`src/rtl/pidc_pkg.sv`:
```
// Shared types and constants for the clamped PID controller.
// No dependencies; imported by pidc_clamp and pid_controller_clamped.
`timescale 1ns / 1ps

package pidc_pkg;

    localparam int unsigned VAL_W  = 32;   // Q16.16 sample and gain width
    localparam int unsigned ERR_W  = 33;   // difference of two samples
    localparam int unsigned PROD_W = 65;   // ERR_W x VAL_W product
    localparam int unsigned FRAC_W = 16;
    localparam int unsigned TERM_W = PROD_W - FRAC_W;   // product after >> 16
    localparam int unsigned OUT_W  = 26;   // clamped drive / integral
    localparam int unsigned SUM_W  = 51;   // exact sum of three terms
    localparam int unsigned IDX_W  = 2;

    localparam logic signed [OUT_W-1:0] LIMIT_Q16  = 26'sd26214400;   // 400.0
    localparam logic signed [SUM_W-1:0] LIMIT_WIDE = 51'sd26214400;

    typedef enum logic [0:0] {
        ACT_SAMPLE = 1'b0,
        ACT_CLEAR  = 1'b1
    } pidc_action_t;

    typedef enum logic [IDX_W-1:0] {
        REG_PROP_GAIN  = 2'd0,
        REG_INTEG_GAIN = 2'd1,
        REG_DERIV_GAIN = 2'd2,
        REG_NONE       = 2'd3
    } pidc_reg_idx_t;

    typedef struct packed {
        logic signed [OUT_W-1:0] value;
        logic                    hit;
    } pidc_clamp_t;

endpackage

```
`src/rtl/pidc_clamp.sv`:
```
// Limits a wide exact sum to +-400.0 (Q16.16) and flags the clamp.
// Depends on pidc_pkg.
`timescale 1ns / 1ps

module pidc_clamp
    import pidc_pkg::*;
(
    input  logic signed [SUM_W-1:0] sum_in,
    output pidc_clamp_t             res
);

    // exactly at the limit is not a clamp
    always_comb begin
        priority if (sum_in > LIMIT_WIDE) begin
            res.value = LIMIT_Q16;
            res.hit   = 1'b1;
        end else if (sum_in < -LIMIT_WIDE) begin
            res.value = -LIMIT_Q16;
            res.hit   = 1'b1;
        end else begin
            res.value = sum_in[OUT_W-1:0];
            res.hit   = 1'b0;
        end
    end

endmodule

```
`config.mk`:
```
export PLATFORM = sky130hd
export DESIGN_NAME = pidc_clamp
export DESIGN_NICKNAME = d
export VERILOG_FILES = /design/src/rtl/pidc_pkg.sv /design/src/rtl/pidc_clamp.sv
export SDC_FILE = /design/constraint.sdc
export NUM_CORES = 1
export LEC_CHECK = 0
export BUFFER_PORTS_ARGS = -buffer_cell sky130_fd_sc_hd__buf_2
export CAP_MARGIN = 20
export CORE_ASPECT_RATIO = 0.9
export CORE_UTILIZATION = 25
export DETAILED_ROUTE_END_ITERATION = 10
export PLACE_DENSITY = 0.8
export SLEW_MARGIN = 15
export SYNTH_ARGS = -nofsm -noshare
export SYNTH_HDL_FRONTEND = slang
export SYNTH_SLANG_ARGS = --single-unit
```
`constraint.sdc`:
```
create_clock -name vclk -period 1.9
set_clock_uncertainty 0.1 [all_clocks]
set_input_delay 0.38 -clock vclk [all_inputs]
set_output_delay 0.38 -clock vclk [all_outputs]
set_load 0.01 [all_outputs]
```
==> impl_metrics.prom <==
# TYPE chip_impl_metric gauge
chip_impl_info{name="outcome",value="finished with violations"} 1
chip_impl_info{name="violations",value="setup timing"} 1
chip_impl_metric{name="die_height",unit="µm"} 41.5
chip_impl_metric{name="post-layout-total-power",unit="µW"} 120
chip_impl_metric{name="hold-path-cell-count",unit=""} 3
chip_impl_metric{name="core-area",unit="µm²"} 1530
chip_impl_metric{name="die_area",unit="µm²"} 1900
chip_impl_metric{name="synth.yosys.seq_area_share",unit="%"} 0
chip_impl_metric{name="drt_first_iter_violations",unit=""} 4
chip_impl_metric{name="synth.lib_cells_used.distinct",unit=""} 21
chip_impl_metric{name="worst-path-max-fanout",unit=""} 10
chip_impl_info{name="min_from",value="sum_in[3]"} 1
chip_impl_metric{name="setup_ws",unit="ps"} -403
chip_impl_metric{name="holdBufCountCts",unit=""} 0
chip_impl_metric{name="total_count_of_hold_check_failures_in_the_final_report",unit=""} 0
chip_impl_metric{name="required",unit="ps"} 1420
chip_impl_metric{name="clkbuf_count",unit=""} 0
chip_impl_metric{name="sw_frac_of_total",unit="%"} 45.0
chip_impl_metric{name="worst-slew-pin-transition",unit="ps"} 447
chip_impl_metric{name="finish.net_count",unit=""} 202
chip_impl_metric{name="max-cap-violations",unit=""} 0
chip_impl_metric{name="postSynthNetCount",unit=""} 118
chip_impl_metric{name="place_congestion",unit=""} 0.738
chip_impl_metric{name="drt_drc_violations_left",unit=""} 0
chip_impl_metric{name="grt_use_total",unit="%"} 18.3
chip_impl_metric{name="number_of_global_route_vias_before_repair",unit=""} 752
chip_impl_metric{name="fillers",unit=""} 167
chip_impl_metric{name="p_per_area",unit="nW/µm²"} 122
chip_impl_metric{name="timing_max_transition_violations_final",unit=""} 0
chip_impl_metric{name="detail-route-antenna-nets",unit=""} 0
chip_impl_metric{name="power.share.sequential",unit="%"} 0
chip_impl_metric{name="synthesis_warnings",unit=""} 0
chip_impl_metric{name="synth_compound_area_share",unit="%"} 19.1
chip_impl_metric{name="flops_and_latches",unit=""} 0
chip_impl_metric{name="placed_cells_incl_taps",unit=""} 169
chip_impl_metric{name="drt-vias-per-instance",unit=""} 4.92
chip_impl_metric{name="mappedNetlistArea",unit="µm²"} 433
chip_impl_metric{name="dp_slack",unit="ps"} -491
chip_impl_metric{name="grt-ovfl-total",unit=""} 0
chip_impl_metric{name="period_minus_slack",unit="ps"} 2300
chip_impl_metric{name="fmaxAchievable",unit="GHz"} 0.434
chip_impl_info{name="crit_path_end_kind",value="primary output"} 1
chip_impl_metric{name="syn_avg_cell_area",unit="µm²"} 6.46
chip_impl_info{name="worstSetupPathType",value="input port to primary output"} 1
chip_impl_metric{name="routed_wire_length_per_instance",unit="µm"} 11.4
chip_impl_metric{name="power.share.combinational",unit="%"} 100.0
chip_impl_info{name="hold_class",value="input port to primary output"} 1
chip_impl_metric{name="layout.core_utilization",unit="%"} 64.5
chip_impl_metric{name="initial_standard_cell_utilization_of_the_core",unit="%"} 28.3
chip_impl_metric{name="vias",unit=""} 841
chip_impl_metric{name="io_buffer_count",unit=""} 78
chip_impl_metric{name="areaGrowthSynthToFinish",unit="%"} 128
chip_impl_metric{name="register_area",unit="µm²"} 0
chip_impl_metric{name="drtPass1Iterations",unit=""} 4
chip_impl_metric{name="muxShareOfSynthArea",unit="%"} 0
chip_impl_metric{name="yosys.area_share.adder",unit="%"} 0
chip_impl_metric{name="pin_count",unit=""} 78
chip_impl_metric{name="layout-drive-gt1-share",unit="%"} 65.1
chip_impl_metric{name="grt_max_degree",unit=""} 13
chip_impl_metric{name="place_hpwl",unit="mm"} 1.65
chip_impl_info{name="holdPathEnd",value="res[4]"} 1
chip_impl_metric{name="static-leakage-power",unit="µW"} 0.000521
chip_impl_metric{name="overall_die_width",unit="µm"} 45.9
chip_impl_metric{name="synthCells",unit=""} 67
chip_impl_metric{name="rows",unit=""} 13
chip_impl_metric{name="holdWs",unit="ps"} 963
chip_impl_metric{name="post_synth_xor_area_fraction",unit="%"} 0
chip_impl_info{name="worst_setup_path_start_kind",value="input port"} 1
chip_impl_metric{name="power.ir.vdd_worst",unit="µV"} 77.1
chip_impl_metric{name="power_switching",unit="µW"} 54.1
chip_impl_metric{name="clock_power_share",unit="%"} 0
chip_impl_metric{name="relSlewSlack",unit="%"} 69.8
chip_impl_info{name="largest_family_of_logic_cells_by_synthesized_area",value="simple AND/OR/NAND/NOR gates"} 1
chip_impl_metric{name="post-route-period-util",unit="%"} 121
chip_impl_info{name="rsz0062_at_grt",value="true"} 1
chip_impl_metric{name="worst-endpoint-arrival",unit="ps"} 1820
chip_impl_metric{name="cellInternalPower",unit="µW"} 66.1
chip_impl_metric{name="grt_first_pass_wirelength",unit="mm"} 2.82
chip_impl_metric{name="insertedDiodeCount",unit=""} 0
chip_impl_metric{name="detail_route.wirelength",unit="mm"} 1.94
chip_impl_metric{name="synth_simple_gate_area_share",unit="%"} 70.5
chip_impl_metric{name="setup_violations",unit=""} 26
chip_impl_metric{name="antenna_found_initial",unit=""} 0
chip_impl_metric{name="finalNonFillerCells",unit=""} 171
-- logic make-up (layout without fill, tap and decap cells) --
| family | after synthesis | after routing |
|---|---|---|
| AO/OA/AOI/OAI | 10 | 10 |
| buffers and inverters | 8 | 90 |
| AND/OR/NAND/NOR | 49 | 49 |
-- synthesized netlist by cell type --
cell type,n,area (µm²)
sky130_fd_sc_hd__o311ai_0,1,8.76
sky130_fd_sc_hd__nand2b_1,1,6.26
sky130_fd_sc_hd__o21bai_1,1,7.51
sky130_fd_sc_hd__and4_1,2,17.5
sky130_fd_sc_hd__clkbuf_1,1,3.75
sky130_fd_sc_hd__o31ai_4,1,21.3
sky130_fd_sc_hd__a21boi_0,2,15.0
sky130_fd_sc_hd__a31oi_1,1,6.26
sky130_fd_sc_hd__nor4b_1,1,8.76
sky130_fd_sc_hd__nand4_1,6,37.5
sky130_fd_sc_hd__inv_1,5,18.8
sky130_fd_sc_hd__o21ai_0,3,15.0
sky130_fd_sc_hd__nor4_1,11,68.8
sky130_fd_sc_hd__buf_6,2,22.5
sky130_fd_sc_hd__nor3_1,2,10.0
sky130_fd_sc_hd__and2_1,21,131
sky130_fd_sc_hd__a311oi_1,1,8.76
sky130_fd_sc_hd__nand2_1,2,7.51
sky130_fd_sc_hd__nand4b_1,1,8.76
sky130_fd_sc_hd__nand3_1,1,5.00
sky130_fd_sc_hd__nor2_1,1,3.75
-- cell type report --
| type | count | area [µm²] | share of cell area, % |
|---|---|---|---|
| multi-input cells | 59 | 458 | 46.4 |
| well taps | 22 | 27.5 | 2.79 |
| repair buffers | 85 | 482 | 48.9 |
| inverters | 5 | 18.8 | 1.90 |
-- what timing repair did --
action / in CTS / in global routing
gates resized for setup: 14 / 6
setup buffers: 0 / 2
pin swaps: 2 / 1
setup endpoints to repair: 26 / 26
-- stage by stage --
stage                     instance area (µm²)  TNS [ps]
final                                     986     -9510
after global routing                      986    -12520
after CTS                                 941     -9650
after detailed placement                  870    -11500
after global placement                    870    -10080
after floorplan                           440     -2850
-- power groups by stage --
stage	clock network, µW	logic, µW	registers, µW
after global routing	0	131	0
after floorplan	0	24.9	0
after CTS	0	114	0
after global placement	0	99.0	0
final	0	120	0
after detailed placement	0	102	0
-- how the worst max path moves through the flow --
stage	start	endpoint
4_1_cts	sum_in[49]	res[8]
3_3_place_gp	sum_in[49]	res[12]
3_5_place_dp	sum_in[49]	res[15]
2_1_floorplan	sum_in[45]	res[12]
6_report	sum_in[49]	res[8]
5_1_grt	sum_in[49]	res[1]
-- worst max-delay path, stage by stage --
cell and delay [ps]:
sky130_fd_sc_hd__buf_8 100, sky130_fd_sc_hd__nor4_4 250, sky130_fd_sc_hd__and4_1 210, sky130_fd_sc_hd__nand4_1 150
sky130_fd_sc_hd__o31ai_4 290, sky130_fd_sc_hd__buf_4 190, sky130_fd_sc_hd__and2_1 130, sky130_fd_sc_hd__buf_2 120
-- per-layer routing --
metal	GRT usage [%]	vias up	routed length, µm
li1	-	421	-
met1	19.0	381	725
met2	37.5	37	1090
met3	1.74	2	115
met4	2.35	0	12
met5	0	-	0
-- cell usage in the layout, fill, tap and decap left out, types with 3 or more instances in the layout --
cell,Yosys,final
sky130_fd_sc_hd__nand4_1,6,6
sky130_fd_sc_hd__nor4_1,11,7
sky130_fd_sc_hd__and2_1,21,19
sky130_fd_sc_hd__buf_6,2,5
sky130_fd_sc_hd__buf_4,0,6
sky130_fd_sc_hd__buf_2,0,73
sky130_fd_sc_hd__nor4_2,0,3
sky130_fd_sc_hd__inv_1,5,5
(Power assumes the default switching activity.)
